**src/design/tpd_pkg.sv**
```systemverilog
`timescale 1ns / 1ps
// Package for the touch pressure and pen-detect block: widths, register
// indexes, result kinds and sequencer states. Depends on nothing.
package tpd_pkg;

  localparam int ReadingW = 12;
  localparam int ByteW    = 8;
  localparam int PlateW   = 16;
  localparam int ProdW    = 2 * ReadingW;
  localparam int DivW     = ProdW + PlateW;
  localparam int FracBits = 12;
  localparam int RtW      = DivW - FracBits;
  localparam int CntW     = $clog2(DivW);
  localparam int CfgIdxW  = 2;
  localparam int CfgDataW = PlateW;

  localparam logic [ReadingW-1:0] FullScale = '1;

  localparam logic [CfgIdxW-1:0] RegPlate = 2'd0;
  localparam logic [CfgIdxW-1:0] RegLimit = 2'd1;

  typedef enum logic [1:0] {
    EV_NONE    = 2'd0,
    EV_TOUCH   = 2'd1,
    EV_RELEASE = 2'd2,
    EV_ERROR   = 2'd3
  } event_kind_t;

  typedef enum logic [2:0] {
    ST_IDLE,
    ST_MUL1,
    ST_MUL2,
    ST_DIV,
    ST_FIN
  } tpd_state_t;

endpackage

```
**src/design/tpd_if.sv**
```systemverilog
`timescale 1ns / 1ps
// Valid/ready channels for one converter poll and for one result.
// Depends on nothing.
interface tpd_in_if;
  logic       valid;
  logic       ready;
  logic [7:0] z1_high;
  logic [7:0] z1_low;
  logic [7:0] z2_high;
  logic [7:0] z2_low;
  logic [7:0] xpos_high;
  logic [7:0] xpos_low;
  logic [7:0] ypos_high;
  logic [7:0] ypos_low;
  modport source (output valid, z1_high, z1_low, z2_high, z2_low,
                  xpos_high, xpos_low, ypos_high, ypos_low, input ready);
  modport sink (input valid, z1_high, z1_low, z2_high, z2_low,
                xpos_high, xpos_low, ypos_high, ypos_low, output ready);
endinterface

interface tpd_out_if;
  logic        valid;
  logic        ready;
  logic [1:0]  event_kind;
  logic        press_edge;
  logic [11:0] xpos;
  logic [11:0] ypos;
  logic [11:0] pressure;
  modport source (output valid, event_kind, press_edge, xpos, ypos, pressure,
                  input ready);
  modport sink (input valid, event_kind, press_edge, xpos, ypos, pressure,
                output ready);
endinterface

```
**src/design/touch_pressure_pen_detect_top.sv**
```systemverilog
`timescale 1ns / 1ps
// Touch pressure and pen-detect block: one shared multiplier and a restoring
// divider under a small sequencer. Depends on tpd_pkg and the channels in tpd_if.sv.
//
//  channel   direction  contents
//  in_chan   sink       raw bytes of z1, z2, x and y for one poll
//  out_chan  source     event kind, press edge, x, y and pressure
//  cfg_*     write      plate resistance (index 0), touch limit (index 1)
//
// A result is registered after its request is accepted: the sequencer steps
// through ST_MUL1 and ST_MUL2 on the shared multiplier, ST_DIV for the
// one-bit-per-cycle divider, and the finishing state ST_FIN. The next request
// is taken only once the sequencer is back in idle. Data errors and a z1 of zero
// skip the multiply and divide and go straight from idle to the finishing state.
// Reset clears the pen state and the output valid, returns the sequencer to idle
// and sets the plate and limit registers to their defaults. A new request is taken
// while a result still waits; it finishes only once the output register is free.
module touch_pressure_pen_detect_top (
  input  logic                            clk,
  input  logic                            rst_n,
  tpd_in_if.sink                          in_chan,
  tpd_out_if.source                       out_chan,
  input  logic                            cfg_we,
  input  logic [tpd_pkg::CfgIdxW-1:0]     cfg_index,
  input  logic [tpd_pkg::CfgDataW-1:0]    cfg_wdata
);
  import tpd_pkg::*;

  tpd_state_t             state_r, state_nxt;
  logic [PlateW-1:0]      plate_r;
  logic [ReadingW-1:0]    limit_r;
  logic                   pen_r;

  logic [ReadingW-1:0]    z1_r, z2_r, x_r, y_r;
  logic                   err_r, skip_r;
  logic [ProdW-1:0]       prod1_r;
  logic [DivW-1:0]        quo_r;
  logic [ReadingW-1:0]    rem_r;
  logic [CntW-1:0]        cnt_r;

  logic                   out_valid_r;
  event_kind_t            out_kind_r;
  logic                   out_edge_r;
  logic [ReadingW-1:0]    out_x_r, out_y_r, out_p_r;

  logic                   accept, out_free, div_last, finish;
  logic                   nibble_err, touch;
  logic [ReadingW-1:0]    z1_in, z2_in, x_in, y_in, diff;
  logic [ProdW-1:0]       mul_a;
  logic [PlateW-1:0]      mul_b;
  logic [DivW-1:0]        mul_p;
  logic [ReadingW:0]      rem_sh;
  logic                   div_ge;
  logic [RtW-1:0]         rt;

  assign z1_in = {in_chan.z1_high, in_chan.z1_low[7:4]};
  assign z2_in = {in_chan.z2_high, in_chan.z2_low[7:4]};
  assign x_in  = {in_chan.xpos_high, in_chan.xpos_low[7:4]};
  assign y_in  = {in_chan.ypos_high, in_chan.ypos_low[7:4]};
  assign nibble_err = (in_chan.z1_low[3:0] != 4'd0) || (in_chan.z2_low[3:0] != 4'd0)
                   || (in_chan.xpos_low[3:0] != 4'd0) || (in_chan.ypos_low[3:0] != 4'd0);

  assign accept   = in_chan.valid && in_chan.ready;
  assign out_free = !out_valid_r || out_chan.ready;
  assign div_last = (cnt_r == CntW'(DivW - 1));
  assign diff     = (z2_r >= z1_r) ? (z2_r - z1_r) : '0;

  assign mul_a = (state_r == ST_MUL1) ? ProdW'(diff) : prod1_r;
  assign mul_b = (state_r == ST_MUL1) ? PlateW'(x_r) : plate_r;
  assign mul_p = DivW'(mul_a) * DivW'(mul_b);

  assign rem_sh = {rem_r, quo_r[DivW-1]};
  assign div_ge = (rem_sh >= {1'b0, z1_r});
  assign rt     = quo_r[DivW-1:FracBits];
  assign touch  = !skip_r && (rt <= RtW'(limit_r));

  always_comb begin
    state_nxt = state_r;
    unique case (state_r)
      ST_IDLE: begin
        if (in_chan.valid) begin
          state_nxt = (nibble_err || (z1_in == '0)) ? ST_FIN : ST_MUL1;
        end
      end
      ST_MUL1: state_nxt = ST_MUL2;
      ST_MUL2: state_nxt = ST_DIV;
      ST_DIV: begin
        if (div_last) begin
          state_nxt = ST_FIN;
        end
      end
      ST_FIN: begin
        if (out_free) begin
          state_nxt = ST_IDLE;
        end
      end
      default: state_nxt = ST_IDLE;
    endcase
  end

  always_comb begin
    in_chan.ready = 1'b0;
    finish        = 1'b0;
    unique case (state_r)
      ST_IDLE: in_chan.ready = 1'b1;
      ST_FIN:  finish = out_free;
      default: begin
        in_chan.ready = 1'b0;
        finish        = 1'b0;
      end
    endcase
  end

  always_ff @(posedge clk) begin
    if (!rst_n) begin
      state_r     <= ST_IDLE;
      plate_r     <= '0;
      limit_r     <= FullScale;
      pen_r       <= 1'b0;
      out_valid_r <= 1'b0;
      cnt_r       <= '0;
    end else begin
      state_r <= state_nxt;
      if (cfg_we) begin
        unique case (cfg_index)
          RegPlate: plate_r <= cfg_wdata;
          RegLimit: limit_r <= cfg_wdata[ReadingW-1:0];
          default: ;
        endcase
      end
      if (state_r == ST_MUL2) begin
        cnt_r <= '0;
      end else if (state_r == ST_DIV) begin
        cnt_r <= cnt_r + 1'b1;
      end
      if (finish) begin
        out_valid_r <= 1'b1;
        if (!err_r) begin
          pen_r <= touch;
        end
      end else if (out_chan.ready) begin
        out_valid_r <= 1'b0;
      end
    end
  end

  always_ff @(posedge clk) begin
    if (accept) begin
      z1_r   <= z1_in;
      z2_r   <= z2_in;
      x_r    <= (x_in == FullScale) ? '0 : x_in;
      y_r    <= y_in;
      err_r  <= nibble_err;
      skip_r <= nibble_err || (z1_in == '0);
    end
    if (state_r == ST_MUL1) begin
      prod1_r <= mul_p[ProdW-1:0];
    end
    if (state_r == ST_MUL2) begin
      quo_r <= mul_p;
      rem_r <= '0;
    end else if (state_r == ST_DIV) begin
      quo_r <= {quo_r[DivW-2:0], div_ge};
      rem_r <= div_ge ? ReadingW'(rem_sh - {1'b0, z1_r}) : rem_sh[ReadingW-1:0];
    end
    if (finish) begin
      if (touch) begin
        out_kind_r <= EV_TOUCH;
        out_edge_r <= !pen_r;
        out_x_r    <= x_r;
        out_y_r    <= y_r;
        out_p_r    <= FullScale - rt[ReadingW-1:0];
      end else begin
        out_edge_r <= 1'b0;
        out_x_r    <= '0;
        out_y_r    <= '0;
        out_p_r    <= '0;
        if (err_r) begin
          out_kind_r <= EV_ERROR;
        end else if (pen_r) begin
          out_kind_r <= EV_RELEASE;
        end else begin
          out_kind_r <= EV_NONE;
        end
      end
    end
  end

  assign out_chan.valid      = out_valid_r;
  assign out_chan.event_kind = out_kind_r;
  assign out_chan.press_edge = out_edge_r;
  assign out_chan.xpos       = out_x_r;
  assign out_chan.ypos       = out_y_r;
  assign out_chan.pressure   = out_p_r;

  // The pen state reflects the most recent result other than a data error.
  a_touch_pen: assert property (@(posedge clk) disable iff (!rst_n)
    (out_valid_r && (out_kind_r == EV_TOUCH)) |-> pen_r)
    else $error("touch result without pen down");

  a_release_pen: assert property (@(posedge clk) disable iff (!rst_n)
    (out_valid_r && (out_kind_r == EV_RELEASE)) |-> !pen_r)
    else $error("release result with pen still down");

  a_accept_busy: assert property (@(posedge clk) disable iff (!rst_n)
    accept |=> (state_r != ST_IDLE))
    else $error("sequencer stayed idle after a request");

  a_error_clean: assert property (@(posedge clk) disable iff (!rst_n)
    (out_valid_r && (out_kind_r == EV_ERROR)) |->
      (!out_edge_r && (out_x_r == '0) && (out_y_r == '0) && (out_p_r == '0)))
    else $error("data error result carries nonzero fields");

  a_div_count: assert property (@(posedge clk) disable iff (!rst_n)
    ((state_r == ST_DIV) && div_last) |=> (state_r == ST_FIN))
    else $error("divider did not finish after its last step");

endmodule
```
**src/flat_wrapper.sv**
```systemverilog
// flat-port wrapper written by rule: the top's interface ports become plain ports
module touch_pressure_pen_detect_top_flat import tpd_pkg::*;
  (clk, rst_n, cfg_we, cfg_index, cfg_wdata, in_chan_valid, in_chan_z1_high, in_chan_z1_low, in_chan_z2_high, in_chan_z2_low, in_chan_xpos_high, in_chan_xpos_low, in_chan_ypos_high, in_chan_ypos_low, in_chan_ready, out_chan_valid, out_chan_event_kind, out_chan_press_edge, out_chan_xpos, out_chan_ypos, out_chan_pressure, out_chan_ready);
  tpd_in_if in_chan_i ();
  tpd_out_if out_chan_i ();
  input  logic clk;
  input  logic rst_n;
  input  logic cfg_we;
  input  logic [tpd_pkg::CfgIdxW-1:0] cfg_index;
  input  logic [tpd_pkg::CfgDataW-1:0] cfg_wdata;
  input wire logic [$bits(in_chan_i.valid)-1:0] in_chan_valid;
  input wire logic [$bits(in_chan_i.z1_high)-1:0] in_chan_z1_high;
  input wire logic [$bits(in_chan_i.z1_low)-1:0] in_chan_z1_low;
  input wire logic [$bits(in_chan_i.z2_high)-1:0] in_chan_z2_high;
  input wire logic [$bits(in_chan_i.z2_low)-1:0] in_chan_z2_low;
  input wire logic [$bits(in_chan_i.xpos_high)-1:0] in_chan_xpos_high;
  input wire logic [$bits(in_chan_i.xpos_low)-1:0] in_chan_xpos_low;
  input wire logic [$bits(in_chan_i.ypos_high)-1:0] in_chan_ypos_high;
  input wire logic [$bits(in_chan_i.ypos_low)-1:0] in_chan_ypos_low;
  output wire logic [$bits(in_chan_i.ready)-1:0] in_chan_ready;
  output wire logic [$bits(out_chan_i.valid)-1:0] out_chan_valid;
  output wire logic [$bits(out_chan_i.event_kind)-1:0] out_chan_event_kind;
  output wire logic [$bits(out_chan_i.press_edge)-1:0] out_chan_press_edge;
  output wire logic [$bits(out_chan_i.xpos)-1:0] out_chan_xpos;
  output wire logic [$bits(out_chan_i.ypos)-1:0] out_chan_ypos;
  output wire logic [$bits(out_chan_i.pressure)-1:0] out_chan_pressure;
  input wire logic [$bits(out_chan_i.ready)-1:0] out_chan_ready;
  assign in_chan_i.valid = in_chan_valid;
  assign in_chan_i.z1_high = in_chan_z1_high;
  assign in_chan_i.z1_low = in_chan_z1_low;
  assign in_chan_i.z2_high = in_chan_z2_high;
  assign in_chan_i.z2_low = in_chan_z2_low;
  assign in_chan_i.xpos_high = in_chan_xpos_high;
  assign in_chan_i.xpos_low = in_chan_xpos_low;
  assign in_chan_i.ypos_high = in_chan_ypos_high;
  assign in_chan_i.ypos_low = in_chan_ypos_low;
  assign in_chan_ready = in_chan_i.ready;
  assign out_chan_valid = out_chan_i.valid;
  assign out_chan_event_kind = out_chan_i.event_kind;
  assign out_chan_press_edge = out_chan_i.press_edge;
  assign out_chan_xpos = out_chan_i.xpos;
  assign out_chan_ypos = out_chan_i.ypos;
  assign out_chan_pressure = out_chan_i.pressure;
  assign out_chan_i.ready = out_chan_ready;
  touch_pressure_pen_detect_top u_core (.clk(clk), .rst_n(rst_n), .in_chan(in_chan_i), .out_chan(out_chan_i), .cfg_we(cfg_we), .cfg_index(cfg_index), .cfg_wdata(cfg_wdata));
endmodule
```
**config.mk**
```make
export PLATFORM = sky130hd
export DESIGN_NAME = touch_pressure_pen_detect_top_flat
export DESIGN_NICKNAME = d
export VERILOG_FILES = /design/src/design/tpd_pkg.sv /design/src/design/tpd_if.sv /design/src/design/touch_pressure_pen_detect_top.sv /design/src/flat_wrapper.sv
export SDC_FILE = /design/constraint.sdc
export NUM_CORES = 1
export LEC_CHECK = 0
export BUFFER_PORTS_ARGS = -buffer_cell sky130_fd_sc_hd__buf_2
export CAP_MARGIN = 30
export CORE_ASPECT_RATIO = 1.4
export CORE_UTILIZATION = 40
export DETAILED_ROUTE_END_ITERATION = 16
export SYNTH_ARGS = -nofsm -noshare
export SYNTH_HDL_FRONTEND = slang
export SYNTH_SLANG_ARGS = --single-unit
```
**constraint.sdc**
```tcl
create_clock -name clk -period 8.7 [get_ports clk]
set_input_delay 1.74 -clock clk [delete_from_list [all_inputs] [get_ports clk]]
set_output_delay 1.74 -clock clk [all_outputs]
set_load 0.005 [all_outputs]
```
==> metrics.txt <==
CTS root buffer clkbuf_16; Worst setup SP type flip-flop; cell area after synthesis 22300 um^2; Overall Global Routing Usage between 20% and 30%; Synth Area per Inst 9.49 um^2; Fmax about 120 MHz; Critical Path RT 8950 ps; DRC violations left 0; Max-Cap Viols 0; core area approximately 55000 um^2; NumNets Final between 2000 and 3000; TritonCTS Buffers 19; die area 56600 um^2; Final Cell Area ~24000 um^2; Pleak 11.2 nW; first drt pass iteration count 5; CP Capture Type flip-flop; Max transition margin approximately a third; maximum vdd ir drop about 170 uV; clk_skew 15.0 ps; logic gate share of total power approximately 27%; actual slew at the worst max-slew pin 1000 ps; CTS tree yes; DR vias 17227; Power Dens Cells 108 nW/um^2; final-report setup violation count 0; setup TNS 0 ps; drt initial violations 976; layout cells sized above 1 a little over a tenth; Internal 1.81 mW; first-pass GRT wire length between 100000 and 150000 um; fin cells 3174; gate count after technology mapping 2346; ant diodes 0; RSZ-0062 raised after global routing no; crit path kind flip-flop to flip-flop; initial antenna violation count 0; Port Buf Inserts between 100 and 150; worst-path maximum fanout 12; Initial Util between 40% and 50%; crit path time final 8210 ps; Clock Power Share 31.6%; Sw Pwr 0.832 mW; Hold Buf Count CTS 0; Placed Instances 3134; H-tree Lvls 1; Yosys cell types 88; global route overflow 0; Final Hold Fails 0; Reg clk slew, reported paths 80 ps; FILL cells 5451; drt wl/cell 21.8 um; DP Wirelength 55900 um; CTS sink count 204; Synth Register Bits 204; final WL between 60000 and 70000 um; DP Area 23800 um^2; vias per std cell 5.43; Sequential Power Share 41.6%; setup ws final 488 ps; Slew Limit Fails 0; pre-CTS setup slack 163 ps; Post-Syn Nets just under 3000; P&R area growth vs syn 9.75%; Hold Crit Class flip-flop to flip-flop; Tcrit/Tclk final 94.4%; Sw Ratio a little under a third; Primary FF master, synth edfxtp_1; Die Y 281 um; Post-DRT Antenna Nets 0; clock tree buffer depth 3; worst skew pair latency 510 ps; vias in the first global route 18553; total power between 2 and 3 mW; status completed; asr flop ratio synth 0%; largest net degree at the start of global routing between 100 and 150; GPL Wtd Cong 0.951; Data arrival, critical path 8460 ps; Horiz. Die Dim between 200 and 250 um; row cnt around 100; YS warnings 0; EDFF count, synth 153; # IOs approximately 130; sequential area share after synthesis between 20% and 30%
critical path: stages, from the launching register on:
cell and delay (ps):
edfxtp_1 400, ha_1 230, fa_1 410, nor2b_1 160
o2111a_1 230, nor3_1 80, o31ai_1 260, xnor2_1 200
a22o_1 520, nand2_1 160, fa_1 530, fa_1 540
inv_1 50, fa_1 480, fa_1 560, inv_1 50
fa_1 440, fa_1 520, inv_1 50, ha_1 350
a21oi_1 280, o22ai_1 160, a211oi_2 450, a31oi_2 190
buf_4 180, o21ai_0 220, and3_1 200, o31ai_1 70
through the flow:
stage,hold slack (ps),util [%]
after floorplan,452,-
after global placement,456,43.1
after detailed placement,463,43.1
after CTS,472,44.2
after global routing,518,44.3
final,465,44.3
final cells by class:
type / count / area, um^2 / area share [%]
Timing Repair Buffer: 177 / 1060 / 4.34
Clock buffer: 31 / 552 / 2.26
Multi-Input combinational cell: 1647 / 14800 / 60.6
Clock inverter: 3 / 46.3 / 0.189
Sequential cell: 204 / 5620 / 23.0
Inverter: 384 / 1440 / 5.90
Tap cell: 728 / 911 / 3.73
repair_timing:
| item | CTS | global route |
|---|---|---|
| setup endpoints to repair | 0 | 14 |
| buffers inserted | 0 | 4 |
| gates resized for setup | 0 | 1 |
| endpoints found under the hold margin | 0 | 0 |
kinds of logic (layout without fill, tap and decap cells):
family                   Yosys count  in the layout  share of synthesized area, %
XOR/XNOR                          42             42                          1.65
multiplexers                      24             24                          1.15
buffers and inverters            495            595                          8.45
AND/OR/NAND/NOR                  846            846                          18.1
AO/OA/AOI/OAI                    278            278                          9.33
flip-flops                       204            204                          25.2
adder cells (fa/ha/maj)          457            457                          36.1
power by group through the flow:
stage                     logic (mW)  registers, mW  clock network, mW
after CTS                      0.706           1.10              0.855
final                          0.709           1.10              0.837
after global placement         0.691           1.12                  0
after global routing           0.789           1.10              0.883
after detailed placement       0.695           1.12                  0
after floorplan                0.473           1.11                  0
layer usage:
layer / track usage (%) / part of all wire, % / vias to the layer above
li1: - / - / 7828
met1: 28.8 / 38 / 8721
met2: 46.2 / 52 / 546
met3: 2.03 / 4.7 / 132
met4: 11.8 / 5.0 / 0
met5: 0 / 0 / -
final timing paths:
kind                                          from  slack (ps)                  to  cells after the start
worst max-delay path                u_core.z1_r[0]         490    u_core.quo_r[30]                     27
worst min-delay path            u_core.plate_r[11]         460  u_core.plate_r[11]                      2
worst max register to register      u_core.z1_r[0]         490    u_core.quo_r[30]                     27
worst min register to register  u_core.plate_r[11]         460  u_core.plate_r[11]                      2
synth_stat cells (12+ instances only):
cell / n / area, um^2
mux2_2: 13 / 146
a21oi_1: 55 / 275
and2_1: 34 / 213
xnor2_1: 25 / 219
nor4_1: 12 / 75.1
nor2b_1: 22 / 138
o21ai_0: 31 / 155
dfxtp_1: 51 / 1020
nor3_1: 39 / 195
o211ai_1: 19 / 143
nor2_1: 97 / 364
buf_2: 14 / 70.1
nand4_1: 30 / 188
xor2_1: 17 / 149
nor3b_1: 28 / 210
o21ai_2: 13 / 114
nand2_1: 406 / 1520
a21o_1: 21 / 158
edfxtp_1: 153 / 4590
ha_1: 149 / 1860
clkbuf_1: 92 / 345
fa_1: 308 / 6170
and3_1: 109 / 682
o21a_1: 18 / 135
inv_1: 382 / 1430
nand3_1: 25 / 125
a21boi_0: 23 / 173
state kept, by name, indices dropped and copies added (netlist names), 3 cells and up:
register	flops
u_core.cnt_r	6
u_core.limit_r	12
u_core.out_chan.pressure	12
u_core.out_chan.xpos	12
u_core.out_chan.ypos	12
u_core.plate_r	16
u_core.prod1_r	24
u_core.quo_r	40
u_core.rem_r	12
u_core.state_r	3
u_core.x_r	12
u_core.y_r	12
u_core.z1_r	12
u_core.z2_r	12
cell usage in the layout, fill, tap and decap left out, types with 27 or more instances in the layout:
| cell type | n |
|---|---|
| nor2_1 | 95 |
| fa_1 | 308 |
| o21ai_0 | 31 |
| nor3b_1 | 27 |
| nand2_1 | 406 |
| inv_1 | 382 |
| nor3_1 | 39 |
| buf_2 | 127 |
| buf_4 | 45 |
| a21oi_1 | 54 |
| dfxtp_1 | 51 |
| and3_1 | 109 |
| nand4_1 | 30 |
| edfxtp_1 | 153 |
| and2_1 | 33 |
| ha_1 | 149 |
(Power assumes the default switching activity.)
